**config.mk**
```make
export PLATFORM = sky130hd
export DESIGN_NAME = arp_resolver_ipv4_header_builder_flat
export DESIGN_NICKNAME = d
export VERILOG_FILES = /design/src/design/arphb_pkg.sv /design/src/design/arphb_in_if.sv /design/src/design/arphb_out_if.sv /design/src/design/arphb_core.sv /design/src/design/arphb_outq.sv /design/src/design/arp_resolver_ipv4_header_builder.sv /design/src/flat_wrapper.sv
export SDC_FILE = /design/constraint.sdc
export NUM_CORES = 1
export LEC_CHECK = 0
export CAP_MARGIN = 20
export CORE_MARGIN = 5
export CORE_UTILIZATION = 52
export CTS_CLUSTER_SIZE = 14
export DETAILED_ROUTE_END_ITERATION = 10
export DONT_BUFFER_PORTS = 1
export PLACE_DENSITY = 0.78
export RECOVER_POWER = 50
export SYNTH_ARGS = -nofsm -noshare
export SYNTH_HDL_FRONTEND = slang
export SYNTH_SLANG_ARGS = --single-unit
```
**constraint.sdc**
```tcl
create_clock -name i_clk -period 27.9 [get_ports i_clk]
set_clock_uncertainty 0.1 [all_clocks]
set_input_delay 6.975 -clock i_clk [delete_from_list [all_inputs] [get_ports i_clk]]
set_output_delay 6.975 -clock i_clk [all_outputs]
set_load 0.02 [all_outputs]
```
**src/design/arphb_pkg.sv**
```systemverilog
// Shared types and constants for the ARP resolver / IPv4 header builder.
// No dependencies.
package arphb_pkg;

    localparam logic [1:0]  KIND_ARP_REQ   = 2'd0;
    localparam logic [1:0]  KIND_ARP_REPLY = 2'd1;
    localparam logic [1:0]  KIND_IPV4_HDR  = 2'd2;

    localparam logic [7:0]  ARP_HW_ETH     = 8'h01;
    localparam logic [15:0] ARP_PROTO_IPV4 = 16'h0800;
    localparam logic [15:0] ARP_OP_REQUEST = 16'h0001;
    localparam logic [15:0] ARP_OP_REPLY   = 16'h0002;

    localparam logic [15:0] IP_VER_IHL     = 16'h4500;
    localparam logic [15:0] IP_FLAGS_DF    = 16'h4000;
    localparam logic [15:0] IP_HDR_BYTES   = 16'd20;
    localparam logic [31:0] IP_BCAST       = 32'hFFFF_FFFF;
    localparam logic [47:0] MAC_BCAST      = 48'hFFFF_FFFF_FFFF;

    localparam logic [1:0]  CFG_DEVICE_IP  = 2'd0;
    localparam logic [1:0]  CFG_DEVICE_MAC = 2'd1;
    localparam logic [1:0]  CFG_TTL        = 2'd2;

    typedef struct packed {
        logic        mode;
        logic [7:0]  hw_type_low;
        logic [15:0] proto_type;
        logic [15:0] arp_opcode;
        logic [47:0] sender_mac;
        logic [31:0] sender_ip;
        logic [7:0]  ip_protocol;
        logic [31:0] target_ip;
        logic [15:0] payload_length;
    } t_in_item;

    typedef struct packed {
        logic [1:0]  kind;
        logic [47:0] dest_mac;
        logic [31:0] dest_ip;
        logic [15:0] total_length;
        logic [15:0] ident;
        logic [7:0]  protocol_out;
        logic [15:0] checksum;
        logic        last;
    } t_result;

    typedef struct packed {
        logic [31:0] device_ip;
        logic [47:0] device_mac;
        logic [7:0]  hop_limit;
    } t_cfg;

endpackage

```
**src/design/arphb_in_if.sv**
```systemverilog
// Input channel: valid/ready with one parsed item per beat.
// Depends on arphb_pkg.
interface arphb_in_if
    import arphb_pkg::*;
();
    logic     valid;
    logic     ready;
    t_in_item data;

    modport source (output valid, output data, input ready);
    modport sink   (input valid, input data, output ready);
endinterface

```
**src/design/arphb_out_if.sv**
```systemverilog
// Result channel: valid/ready with one result per beat.
// Depends on arphb_pkg.
interface arphb_out_if
    import arphb_pkg::*;
();
    logic    valid;
    logic    ready;
    t_result data;

    modport source (output valid, output data, input ready);
    modport sink   (input valid, input data, output ready);
endinterface

```
**src/design/arphb_core.sv**
```systemverilog
// Cache/pending state and result generation for one item per fire.
// Depends on arphb_pkg.
module arphb_core
    import arphb_pkg::*;
(
    input  logic       i_clk,
    input  logic       i_rst_n,
    input  logic       i_fire,
    input  t_in_item   i_item,
    input  t_cfg       i_cfg,
    output t_result    o_res0,
    output t_result    o_res1,
    output logic [1:0] o_count
);

    logic        r_pending;
    logic [31:0] r_cached_ip;
    logic [47:0] r_cached_mac;
    logic [15:0] r_next_ident;

    logic        n_pending;
    logic [31:0] n_cached_ip;
    logic [47:0] n_cached_mac;
    logic [15:0] n_next_ident;

    logic        arp_ok;
    logic        bcast;
    logic        send_req;
    logic [31:0] ip_a;
    logic [47:0] mac_a;
    logic [15:0] tlen;
    logic [19:0] sum;
    logic [16:0] fold1;
    logic [16:0] fold2;
    t_result     arp_res;
    t_result     hdr_res;

    always_comb begin
        arp_ok   = (i_item.hw_type_low == ARP_HW_ETH)
                && (i_item.proto_type == ARP_PROTO_IPV4);
        bcast    = (i_item.target_ip == IP_BCAST);
        ip_a     = bcast ? IP_BCAST : r_cached_ip;
        mac_a    = bcast ? MAC_BCAST : r_cached_mac;
        send_req = (i_item.target_ip != ip_a) && !r_pending;
        n_cached_ip = send_req ? i_item.target_ip : ip_a;
        tlen     = i_item.payload_length + IP_HDR_BYTES;

        sum = 20'(IP_VER_IHL) + 20'(tlen) + 20'(r_next_ident) + 20'(IP_FLAGS_DF)
            + 20'({i_cfg.hop_limit, i_item.ip_protocol})
            + 20'(i_cfg.device_ip[31:16]) + 20'(i_cfg.device_ip[15:0])
            + 20'(n_cached_ip[31:16]) + 20'(n_cached_ip[15:0]);
        fold1 = 17'(sum[15:0]) + 17'(sum[19:16]);
        fold2 = 17'(fold1[15:0]) + 17'(fold1[16]);

        arp_res.kind         = KIND_ARP_REQ;
        arp_res.dest_mac     = MAC_BCAST;
        arp_res.dest_ip      = i_item.target_ip;
        arp_res.total_length = '0;
        arp_res.ident        = '0;
        arp_res.protocol_out = '0;
        arp_res.checksum     = '0;
        arp_res.last         = 1'b0;

        hdr_res.kind         = KIND_IPV4_HDR;
        hdr_res.dest_mac     = mac_a;
        hdr_res.dest_ip      = n_cached_ip;
        hdr_res.total_length = tlen;
        hdr_res.ident        = r_next_ident;
        hdr_res.protocol_out = i_item.ip_protocol;
        hdr_res.checksum     = ~fold2[15:0];
        hdr_res.last         = 1'b1;

        o_res0       = hdr_res;
        o_res1       = hdr_res;
        o_count      = 2'd0;
        n_pending    = r_pending;
        n_cached_mac = r_cached_mac;
        n_next_ident = r_next_ident;

        if (!i_item.mode) begin
            n_cached_ip = r_cached_ip;
            if (arp_ok && i_item.arp_opcode == ARP_OP_REQUEST) begin
                o_res0.kind         = KIND_ARP_REPLY;
                o_res0.dest_mac     = i_item.sender_mac;
                o_res0.dest_ip      = i_item.sender_ip;
                o_res0.total_length = '0;
                o_res0.ident        = '0;
                o_res0.protocol_out = '0;
                o_res0.checksum     = '0;
                o_res0.last         = 1'b1;
                o_count             = 2'd1;
            end else if (arp_ok && i_item.arp_opcode == ARP_OP_REPLY && r_pending
                         && i_item.sender_ip == r_cached_ip) begin
                n_cached_mac = i_item.sender_mac;
                n_pending    = 1'b0;
            end
        end else begin
            n_cached_mac = mac_a;
            n_pending    = r_pending | send_req;
            n_next_ident = r_next_ident + 16'd1;
            if (send_req) begin
                o_res0  = arp_res;
                o_count = 2'd2;
            end else begin
                o_count = 2'd1;
            end
        end
    end

    always_ff @(posedge i_clk) begin
        if (!i_rst_n) begin
            r_pending    <= 1'b0;
            r_cached_ip  <= '0;
            r_cached_mac <= MAC_BCAST;
            r_next_ident <= '0;
        end else if (i_fire) begin
            r_pending    <= n_pending;
            r_cached_ip  <= n_cached_ip;
            r_cached_mac <= n_cached_mac;
            r_next_ident <= n_next_ident;
        end
    end

endmodule

```
**src/design/arphb_outq.sv**
```systemverilog
// Two-entry result buffer; loads one or two results at once when drained.
// Depends on arphb_pkg and arphb_out_if.
module arphb_outq
    import arphb_pkg::*;
(
    input  logic        i_clk,
    input  logic        i_rst_n,
    input  logic        i_push,
    input  logic [1:0]  i_count,
    input  t_result     i_res0,
    input  t_result     i_res1,
    output logic        o_room,
    arphb_out_if.source o_result
);

    logic [1:0] r_count;
    t_result    r_slot0;
    t_result    r_slot1;
    logic       pop;

    assign pop            = (r_count != 2'd0) && o_result.ready;
    assign o_room         = (r_count == 2'd0) || (r_count == 2'd1 && pop);
    assign o_result.valid = (r_count != 2'd0);
    assign o_result.data  = r_slot0;

    always_ff @(posedge i_clk) begin
        if (!i_rst_n) begin
            r_count <= 2'd0;
        end else if (i_push) begin
            r_count <= i_count;
        end else if (pop) begin
            r_count <= r_count - 2'd1;
        end
    end

    always_ff @(posedge i_clk) begin
        if (i_push) begin
            r_slot0 <= i_res0;
            r_slot1 <= i_res1;
        end else if (pop) begin
            r_slot0 <= r_slot1;
        end
    end

endmodule

```
**src/design/arp_resolver_ipv4_header_builder.sv**
```systemverilog
// Top level: input register, config registers, core and result buffer.
// Depends on arphb_pkg, arphb_in_if, arphb_out_if, arphb_core, arphb_outq.
//
//   channel   dir  handshake      beat
//   i_item    in   valid/ready    one parsed ARP packet or send request
//   o_result  out  valid/ready    one ARP request, ARP reply or IPv4 header
//   i_cfg_*   in   write enable   one register write (0 ip, 1 mac, 2 ttl)
//
// An item is registered, then the core's results load into the result buffer.
// Items with one or no result sustain one per cycle while the sink is ready; a
// send with ARP request plus header holds the next item until the buffer drains.
// Synchronous active-low reset clears cached IP, pending flag, ident and valids,
// sets the cached MAC to broadcast; input ready is low while reset is asserted.
// A stalled sink holds results in the buffer; once the input register is
// also full, input ready drops until the buffer drains.
module arp_resolver_ipv4_header_builder
    import arphb_pkg::*;
(
    input  logic        i_clk,
    input  logic        i_rst_n,
    arphb_in_if.sink    i_item,
    arphb_out_if.source o_result,
    input  logic        i_cfg_we,
    input  logic [1:0]  i_cfg_index,
    input  logic [47:0] i_cfg_data
);

    logic       r_in_valid;
    t_in_item   r_item;
    t_cfg       r_cfg;
    logic       fire;
    logic       room;
    t_result    res0;
    t_result    res1;
    logic [1:0] res_count;

    assign fire         = r_in_valid && room;
    assign i_item.ready = i_rst_n && (!r_in_valid || fire);

    always_ff @(posedge i_clk) begin
        if (!i_rst_n) begin
            r_in_valid <= 1'b0;
        end else if (i_item.ready) begin
            r_in_valid <= i_item.valid;
        end
    end

    always_ff @(posedge i_clk) begin
        if (i_item.ready && i_item.valid) begin
            r_item <= i_item.data;
        end
    end

    always_ff @(posedge i_clk) begin
        if (!i_rst_n) begin
            r_cfg.device_ip  <= 32'd3232235793;
            r_cfg.device_mac <= '0;
            r_cfg.hop_limit  <= 8'd64;
        end else if (i_cfg_we) begin
            case (i_cfg_index)
                CFG_DEVICE_IP:  r_cfg.device_ip  <= i_cfg_data[31:0];
                CFG_DEVICE_MAC: r_cfg.device_mac <= i_cfg_data;
                CFG_TTL:        r_cfg.hop_limit  <= i_cfg_data[7:0];
                default: begin
                end
            endcase
        end
    end

    arphb_core u_core (
        .i_clk   (i_clk),
        .i_rst_n (i_rst_n),
        .i_fire  (fire),
        .i_item  (r_item),
        .i_cfg   (r_cfg),
        .o_res0  (res0),
        .o_res1  (res1),
        .o_count (res_count)
    );

    arphb_outq u_outq (
        .i_clk    (i_clk),
        .i_rst_n  (i_rst_n),
        .i_push   (fire),
        .i_count  (res_count),
        .i_res0   (res0),
        .i_res1   (res1),
        .o_room   (room),
        .o_result (o_result)
    );

endmodule

```
**src/flat_wrapper.sv**
```systemverilog
// flat-port wrapper written by rule: the top's interface ports become plain ports
module arp_resolver_ipv4_header_builder_flat import arphb_pkg::*;
  (i_clk, i_rst_n, i_cfg_we, i_cfg_index, i_cfg_data, i_item_valid, i_item_data, i_item_ready, o_result_valid, o_result_data, o_result_ready);
  arphb_in_if i_item_i ();
  arphb_out_if o_result_i ();
  input  logic i_clk;
  input  logic i_rst_n;
  input  logic i_cfg_we;
  input  logic [1:0] i_cfg_index;
  input  logic [47:0] i_cfg_data;
  input wire logic [$bits(i_item_i.valid)-1:0] i_item_valid;
  input wire logic [$bits(i_item_i.data)-1:0] i_item_data;
  output wire logic [$bits(i_item_i.ready)-1:0] i_item_ready;
  output wire logic [$bits(o_result_i.valid)-1:0] o_result_valid;
  output wire logic [$bits(o_result_i.data)-1:0] o_result_data;
  input wire logic [$bits(o_result_i.ready)-1:0] o_result_ready;
  assign i_item_i.valid = i_item_valid;
  assign i_item_i.data = i_item_data;
  assign i_item_ready = i_item_i.ready;
  assign o_result_valid = o_result_i.valid;
  assign o_result_data = o_result_i.data;
  assign o_result_i.ready = o_result_ready;
  arp_resolver_ipv4_header_builder u_core (.i_clk(i_clk), .i_rst_n(i_rst_n), .i_item(i_item_i), .o_result(o_result_i), .i_cfg_we(i_cfg_we), .i_cfg_index(i_cfg_index), .i_cfg_data(i_cfg_data));
endmodule
```
# ---- After elaboration in Yosys (flattened, before gate mapping)
# Index checks and enable logic that the tools add are counted.
dict set report word_totals {
  output_inout_bits 141
  ff_bits 592
  word_cells 99
  input_bits 232
}
dict set report classes {
  add_sub_neg 13
  bitwise 2
  n_reduce_logical 24
  eq_ne 10
  n_mux 19
}
# op n
set op_table {}
lappend op_table {{$mux W139} 5}
lappend op_table {{$mux W48} 4}
lappend op_table {{$add A20 B16 Y20} 4}
lappend op_table {{$mux W32} 2}
lappend op_table {{$eq A32 B32 Y1} 1}
lappend op_table {{$eq A32 B32 Y1 const B} 1}
lappend op_table {{$ne A32 B32 Y1} 1}
lappend op_table {{$add A19 B16 Y20} 1}
lappend op_table {{$add A18 B15 Y19 const B} 1}
lappend op_table {{$add A17 B16 Y18} 1}
lappend op_table {{$add A15 B16 Y17 const A} 1}
lappend op_table {{$add A16 B4 Y17} 1}
lappend op_table {{$add A16 B1 Y16} 1}
lappend op_table {{$add A16 B1 Y16 const B} 1}
lappend op_table {{$add A16 B5 Y16 const B} 1}
lappend op_table {{$eq A16 B1 Y1 const B} 1}
lappend op_table {{$eq A16 B12 Y1 const B} 1}
lappend op_table {{$eq A16 B2 Y1 const B} 1}
lappend op_table {{$not A16 Y16} 1}
lappend op_table {{$logic_and A1 B1 Y1} 11}
lappend op_table {{$eq A8 B1 Y1 const B} 1}
lappend op_table {{$mux W2} 4}
lappend op_table {{$reduce_and A2 Y1} 3}
lappend op_table {{$reduce_bool A2 Y1} 3}
lappend op_table {{10 further kinds} 16}

# ---- Depth between registers and ports, before layout
# Gate-level depths: netlist of the first run.
dict set report depth {
  word_depth 15
  mapped_depth 45
  mapped_depth_nobuf 41
}

# ---- By module
# Synthesis of the first run repeated with hierarchy kept, for this count alone.
dict set report hier_totals {
  hier_cells 2341
  hier_area_um2 30336.6
}
# mod seq_area_each_um2 cells_per_inst instances area_each_um2
set modules_own_cells {}
lappend modules_own_cells {arphb_core 1941.9 1352 1 11000.6}
lappend modules_own_cells {arphb_outq 8388.0 452 1 10493.8}
lappend modules_own_cells {arp_resolver_ipv4_header_builder 7096.8 537 1 8842.2}

# ---- Worst setup path after synthesis of the first run
# OpenSTA, ideal clock, no wires.
dict set report synth_path {
  path_type {input to output}
  from {input i_rst_n}
  to {output i_item_ready}
  setup_slack_ns 13.082
  required_time_ns 20.825
  path_stages 3
  path_buffers 2
  t_arrival_ns 7.743
  path_cell_list {clkbuf_1 > clkbuf_1 > and2_1}
}
dict set report synth_via {
  elab_chain_len 1
}
# item line_no
set synth_rtl {}
lappend synth_rtl {{start, declared} flat_wrapper.sv:7} ;# input logic i_rst_n;
lappend synth_rtl {{$logic_and A1 B1 Y1} arp_resolver_ipv4_header_builder.sv:38} ;# assign i_item.ready = i_rst_n && (!r_in_valid || fire);
lappend synth_rtl {{end, declared} flat_wrapper.sv:13} ;# output wire logic [$bits(i_item_i.ready)-1:0] i_item_ready;
# No other way between the ends.

# ---- Worst setup path in the final report of the first run
dict set report layout_path {
  from {input o_result_ready}
  to {register u_core.u_core.r_cached_mac[28]}
}
dict set report layout_via {
  elab_chain_len 5
}
# item line_no
set layout_rtl {}
lappend layout_rtl {{start, declared} flat_wrapper.sv:16} ;# input wire logic [$bits(o_result_i.ready)-1:0] o_result_ready;
lappend layout_rtl {{$logic_and A1 B1 Y1} arphb_outq.sv:21} ;# assign pop = (r_count != 2'd0) && o_result.ready;
lappend layout_rtl {{$logic_and A1 B1 Y1} arphb_outq.sv:22} ;# assign o_room = (r_count == 2'd0) || (r_count == 2'd1 && pop);
lappend layout_rtl {{$logic_or A1 B1 Y1} arphb_outq.sv:22}
lappend layout_rtl {{$logic_and A1 B1 Y1} arp_resolver_ipv4_header_builder.sv:37} ;# assign fire = r_in_valid && room;
lappend layout_rtl {{$reduce_and A3 Y1 (no source line)} --}
lappend layout_rtl {{end signal, assigned} arphb_core.sv:119} ;# r_cached_mac <= n_cached_mac;
lappend layout_rtl {{end, declared} arphb_core.sv:18} ;# logic [47:0] r_cached_mac;
# No other way between the ends.
# A chain may end at the register's enable or synchronous reset.

==> key figures, run 1 <==
Synth
  – Synth Instances: 2174
  – Syn Area/Cell: 12.3 µm²
  – Post-synth EDFFs: 452
  – Top cells by count, synth: edfxtp_1, nand2_1, inv_1
  – Area share of the largest cell type after synthesis: 0.510
  – Cell Area, Synth: 26600 µm²
  – Seq/Total Area, Yosys: 0.615
  – Synth Register Bits: between 500 and 600
  – Area contributors post-synth: edfxtp_1, dfxtp_1, fa_1, nand2_1, mux2i_1
  – Area leader, netlist: edfxtp_1
  – Top FF cell, synth: edfxtp_1
  – Cell with the most instances after synthesis: edfxtp_1
  – Synth cell types: 73
  – Asr flop ratio synth: 0
  – Syn nets: 2529
  – Ys Warns: 0

Pwr
  – Leak pwr: around 11 nW
  – Worst vdd ir: approximately 0.000071 V
  – Total power: approximately 2.9 mW
  – Power per Cell Area: about 98 nW/µm²

Clocking
  – CTS Hold Bufs: 0
  – Latest clock arrival within the worst-skew pair: 630 ps
  – CTS Buf Count: 60
  – Clk slew on worst S/H paths: 60 ps
  – Root Buffer: clkbuf_16
  – CTS Sinks: 592
  – Postcts setup bufs: 0
  – CTS tree: done
  – Maximum root-to-sink buffer count: 3
  – Post-cts resize count: 0
  – H-Tree Depth: 2

Flow run
  – # Max-Cap Violations: 6

Critical path
  – Critical Path Max Stage Delay: roughly 5300 ps
  – Data arrival time of the worst path: between 15000 and 20000 ps
  – Startpoint class of the critical path: input pin
  – Buffers plus inverters on the worst setup path: 2
  – CP max-delay cell: clkinvlp_2
  – Crit Path Max Fanout: 144
  – Critical path class: in -> reg
  – Cell Chain, Critical Path: a21oi_1, nand2b_1, clkinvlp_2, o21ai_0, or2_2, buf_12, o22ai_1, nand2_1
  – Crit path required time: around 28000 ps
  – Setup crit end kind: flop
  – Critical path's top delay family: buffers and inverters

Global route
  – First-pass GRT wire length: 101000 µm
  – Total track usage: 0.232
  – Largest net degree at the start of global routing: 145
  – Gr ovfl total: 0
  – Vias in the first global route: between 15000 and 20000
  – Initial antenna violation count: 5

Placed design
  – GPL Wtd Cong: about 0.97
  – DPL Wire Length: 46400 µm
  – # port buffers: 0
  – Pre-CTS setup slack: 13280 ps

Floorplanning
  – Die Span X: 236 µm
  – Core box area: 51000 µm²
  – Initial Utilization: 0.522
  – Top-Level Pins: 373
  – Die Area: 55800 µm²
  – Row count: 83
  – Chip height: approximately 240 µm

Drt
  – Pre-antenna DRT Iters: 8
  – Routed WL per cell: between 20 and 25 µm
  – Final ANT Viol Nets: 0
  – DRT iter0 DRCs: 1525
  – # DRC: 0
  – Vias per Instance: 5.79
  – Routed WL: 67000 µm
  – Routed via count: 16700

STA
  – Max Freq: 59.0 MHz
  – Final Max Tran Viols: 394
  – Fin. Hold Viols: 0
  – Post-layout min period: between 15000 and 20000 ps
  – Relative slew margins: -2.85
  – RSZ-0062 raised after global routing: false
  – Actual slew at the worst max-slew pin: 5770 ps
  – Final setup viols: 0
  – Period utilization: 0.608
  – Setup ws final: 10940 ps
  – Setup TNS: 0 ps

Layout
  – Total Nets Final: 2511
  – Register area: 16400 µm²
  – Post-layout util: 0.573
  – Multi-input combinational cell area: 9140 µm²
  – Layout cell share with drive strength beyond 1: 0.0562
  – Area delta synth->final: 9.62%
  – # fillers: 3985

Hold path
  – Hold/Removal Path Class: reg -> reg

Outcome
  – Outcome: complete, but fails checks
  – Violated checks: max-capacitance violations, max-slew violations
final cells by class:
cell class                 count  share of cell area
inverter                     202              0.0260
clock buffer                  79              0.0556
antenna                        4            0.000343
timing repair buffer          20             0.00493
clock inverter                32              0.0102
tap                          680              0.0291
multi-input combinational   1280               0.313
sequential                   592               0.561
sequential cells by signal, indices dropped and copies added (netlist names):
signal and flops:
u_core.u_core.r_pending 1, u_core.u_core.r_cached_mac 48, u_core.r_item 177, u_core.r_in_valid 1, u_core.u_outq.r_count 2, u_core.u_outq.r_slot1 136, u_core.u_core.r_cached_ip 32, u_core.u_core.r_next_ident 16
u_core.r_cfg 40, u_core.u_outq.o_result.data 139
per-layer routing:
layer / routed length (µm) / vias up / track usage / part of all wire
met5: 13 / - / 0 / 0.00019
met4: 3040 / 2 / 0.0969 / 0.045
met3: 4760 / 157 / 0.0452 / 0.071
met2: 32100 / 720 / 0.378 / 0.48
met1: 27100 / 8300 / 0.307 / 0.40
li1: - / 7559 / - / -
layout by cell type, fill, tap and decap left out, types with 12 or more instances in the layout:
cell type    n
a21boi_0    31
a22o_1      33
and2_1      23
nand4_1     22
o21ai_1     29
nand2_1    259
edfxtp_1   452
clkbuf_16   61
mux2i_1     86
xnor2_1     61
nor2b_1     12
and3_1      15
dfxtp_1    140
o22ai_1     53
nor4_1      18
buf_4       14
nor2_1     132
ha_1        43
inv_1      201
a21boi_1    29
nand2b_1    55
o21ai_0     18
xor2_1      40
fa_1        80
nand3_1     15
a21oi_1    129
clkbuf_1    20
worst register-to-register path: cells and delay by family (launching register included):
family | cells | cell delay [ps]
AO/OA/AOI/OAI | 13 | 4250
adder cells (fa/ha/maj) | 10 | 3440
AND/OR/NAND/NOR | 11 | 3060
buffers and inverters | 4 | 2210
multiplexers | 1 | 750
flip-flops | 1 | 450
XOR/XNOR | 2 | 420
stage by stage:
stage	std cells	cell area (µm²)	hold slack (ps)
3_5_place_dp	2772	27300	347
5_1_grt	2889	29200	380
4_1_cts	2883	29200	362
3_3_place_gp	2772	27300	337
6_report	2889	29200	361
2_1_floorplan	2174	26600	326
report_power, final:
group / total [mW] / internal, mW / switching (mW)
registers: 1.20 / 1.10 / 0.0983
logic: 0.889 / 0.326 / 0.563
clock network: 0.778 / 0.439 / 0.339
total: 2.87 / 1.87 / 1.00
path summary, 6_finish.rpt:
| kind | from | end | slack, ps | cells after the start |
|---|---|---|---|---|
| setup / recovery | o_result_ready | u_core.u_core.r_cached_mac[28] | 10940 | 8 |
| hold / removal | u_core.u_core.r_cached_mac[25] | u_core.u_core.r_cached_mac[25] | 360 | 2 |
| setup reg to reg | u_core.r_item[45] | u_core.u_outq.o_result.data[15] | 12930 | 41 |
| hold reg to reg | u_core.u_core.r_cached_mac[25] | u_core.u_core.r_cached_mac[25] | 360 | 2 |
kinds of logic (layout without fill, tap and decap cells):
family | count (synthesis) | count (layout) | synth area share
AOI/OAI and AO/OA | 376 | 376 | 0.0918
other | 0 | 4 | 0
muxes | 87 | 87 | 0.0327
buffers and inverters | 302 | 333 | 0.0435
DFF | 592 | 592 | 0.615
adders and majority gates | 123 | 123 | 0.0803
xor gates and xnor gates | 102 | 102 | 0.0338
and+or+nand+nor | 592 | 592 | 0.103
No activity file was read; power rests on OpenSTA's default activity.
==> inputs of run 2 (changes only) <==
Settings changed: ABC_AREA from default to 1, PLACE_DENSITY 0.78 to 0.81.
Clock period 27.9 ns to 15.28 ns, I/O delays scaled along.
==> key figures, run 2 <==
Outcome
  – Outcome: complete, but fails checks
  – Violated checks: max-capacitance violations, max-slew violations

Flow run
  – # Max-Cap Violations: 4

Synth
  – Ys Warns: 0
  – Synth Instances: 2916
  – Top cells by count, synth: nand2_1, inv_1, edfxtp_1
  – Post-synth EDFFs: 452
  – Area leader, netlist: edfxtp_1
  – Syn Area/Cell: ~9.7 µm²
  – Cell Area, Synth: between 20000 and 30000 µm²
  – Synth Register Bits: between 500 and 600
  – Area contributors post-synth: edfxtp_1, nand2_1, dfxtp_1, inv_1, fa_1
  – Asr flop ratio synth: 0
  – Synth cell types: 33
  – Cell with the most instances after synthesis: nand2_1
  – Area share of the largest cell type after synthesis: 0.482
  – Seq/Total Area, Yosys: 0.581
  – Syn nets: roughly 3300
  – Top FF cell, synth: edfxtp_1

Critical path
  – R2r setup slk: 2470 ps
  – Crit Path Max Fanout: 93
  – Worst Reg-to-Reg Cells: 62
  – Setup crit end kind: flop
  – Most numerous cell on the critical path: nand2_1
  – Critical path class: reg -> reg
  – Startpoint class of the critical path: flop
  – FF-to-FF Start: u_core.r_item[36]
  – Critical path's top delay family: simple AND/OR/NAND/NOR gates
  – Critical Path Start: u_core.r_item[36]
  – Data arrival time of the worst path: 13060 ps
  – WP depth: 62
  – Crit path required time: 15540 ps
  – CP max-delay cell: nand2_1
  – Buffers plus inverters on the worst setup path: 5
  – Critical Path Max Stage Delay: ~1100 ps
  – CP endpoint: u_core.u_outq.o_result.data[15]
  – R2r endpoint: u_core.u_outq.o_result.data[15]

Drt
  – Routed via count: between 15000 and 20000
  – Routed WL: 70700 µm
  – Pre-antenna DRT Iters: 7
  – # DRC: 0
  – Final ANT Viol Nets: 0
  – Routed WL per cell: 19.4 µm
  – DRT iter0 DRCs: 1892
  – Vias per Instance: approximately 5.4

Placed design
  – GPL Wtd Cong: 0.925
  – # port buffers: 0
  – DPL Wire Length: just under 50000 µm
  – DP Cell Count: 3523
  – Pre-CTS setup slack: 3330 ps
  – Cell Area, Placed: roughly 29000 µm²

Layout
  – Post-layout util: 0.575
  – Area delta synth->final: 9.49%
  – Max reg flops: 177
  – Total Nets Final: 3245
  – Final instance area: approximately 31000 µm²
  – Layout cell share with drive strength beyond 1: 0.0466
  – Most frequent cells in the layout: nand2_1, inv_1, edfxtp_1
  – Commonest non-fill, non-tap cell in the layout: nand2_1
  – Top reg by flops: u_core.r_item
  – Layout Cells excl Fill: 3645

Clocking
  – Maximum root-to-sink buffer count: 3
  – CTS Buf Count: 61
  – CTS Hold Bufs: 0
  – Latest clock arrival within the worst-skew pair: approximately 640 ps
  – H-Tree Depth: 2
  – Post-cts resize count: 0
  – Postcts setup bufs: 0
  – CTS Sinks: a little under 600
  – Root Buffer: clkbuf_16
  – CTS tree: done
  – Clk slew on worst S/H paths: 60 ps

STA
  – Post-layout min period: 12810 ps
  – Relative slew margins: -1.56
  – Final setup viols: 0
  – Max Freq: 78.1 MHz
  – Period utilization: 0.838
  – Setup TNS: 0 ps
  – Final Max Tran Viols: 244
  – Final hold slack: 348 ps
  – RSZ-0062 raised after global routing: false
  – Setup ws final: 2470 ps
  – Actual slew at the worst max-slew pin: 3850 ps
  – Fin. Hold Viols: 0

Floorplanning
  – Die Area: 58900 µm²
  – Row count: 85
  – Initial Utilization: 0.525
  – Chip height: around 240 µm
  – Die Span X: roughly 240 µm
  – Core box area: 53700 µm²
  – Top-Level Pins: 373

Global route
  – Largest net degree at the start of global routing: around 110
  – Vias in the first global route: 18500
  – Gr ovfl total: 0
  – First-pass GRT wire length: 107000 µm
  – Total track usage: 0.232
  – Initial antenna violation count: 5

Pwr
  – Internal: 3.52 mW
  – Combinational power share: 0.332
  – Power per Cell Area: around 180 nW/µm²
  – NetSw: 2.11 mW
  – Sw frac: 0.375
  – Worst vdd ir: 0.000114 V
  – Reg power frac: 0.397
  – Leak pwr: 13.1 nW
  – Clock Power Share: 0.271
  – Total power: roughly 5.6 mW

Hold path
  – Hold/Removal Path Class: reg -> reg
[run 2: cell types whose count changed after synthesis, moves of 31 or more]
cell | previous run | this run
a22o_1 | 33 | 0
o22ai_1 | 53 | 2
nand3_1 | 16 | 132
mux2i_1 | 86 | 0
o211ai_1 | 8 | 55
nand2_1 | 260 | 788
a21boi_0 | 31 | 0
o21bai_1 | 3 | 43
inv_1 | 202 | 484
xnor2_1 | 61 | 17
o21ai_0 | 18 | 186
a21oi_1 | 131 | 88
nand2b_1 | 55 | 0
[run 2: worst reg2reg max path: cells and delay by family (launching register included)]
family	cells	cell delay, ps
flip-flops	1	460
AND/OR/NAND/NOR	45	6950
adder cells (fa/ha/maj)	10	3520
XOR/XNOR	1	340
AO/OA/AOI/OAI	1	70
buffers and inverters	5	1100
[run 2: kinds of logic after synthesis]
family | Yosys count | share of synthesized area
compound gates | 414 | 0.0827
xor+xnor | 36 | 0.0112
fa+ha+maj | 123 | 0.0759
flops | 592 | 0.581
simple gates | 1149 | 0.167
buf+inv | 602 | 0.0819
[run 2: worst min path at each step]
stage | endpoint | cells after the start | from | slack [ps]
2_1_floorplan | u_core.u_outq.r_slot1[42] | 0 | u_core.r_item[1] | 330
3_3_place_gp | u_core.u_outq.r_slot1[42] | 0 | u_core.r_item[1] | 330
3_5_place_dp | u_core.u_outq.r_slot1[42] | 0 | u_core.r_item[1] | 330
4_1_cts | u_core.u_outq.r_slot1[42] | 0 | u_core.r_item[1] | 350
5_1_grt | u_core.u_outq.r_slot1[42] | 0 | u_core.r_item[1] | 370
6_report | u_core.u_outq.r_slot1[42] | 0 | u_core.r_item[1] | 350
[run 2: power by group through the flow]
stage | registers (mW) | clock network, mW | logic, mW
3_5_place_dp | 2.27 | 0 | 1.84
5_1_grt | 2.25 | 1.62 | 2.14
6_report | 2.23 | 1.52 | 1.87
2_1_floorplan | 2.24 | 0 | 1.42
3_3_place_gp | 2.26 | 0 | 1.78
4_1_cts | 2.24 | 1.55 | 1.86
[run 2: metal layers]
metal,vias up,global-route usage,routed length [µm]
met4,0,0.0881,2760
met1,9356,0.313,28700
met3,150,0.0465,5880
met5,-,0,0
li1,9425,-,-
met2,841,0.375,33300
[run 2: cell type report]
cell class	count	area [µm²]
Clock buffer	84	1750
Tap cell	696	871
Inverter	493	1850
Fill cell	4363	22900
Antenna cell	7	17.5
Clock inverter	31	325
Timing Repair Buffer	20	135
Multi-Input combinational cell	1722	9530
Sequential cell	592	16400
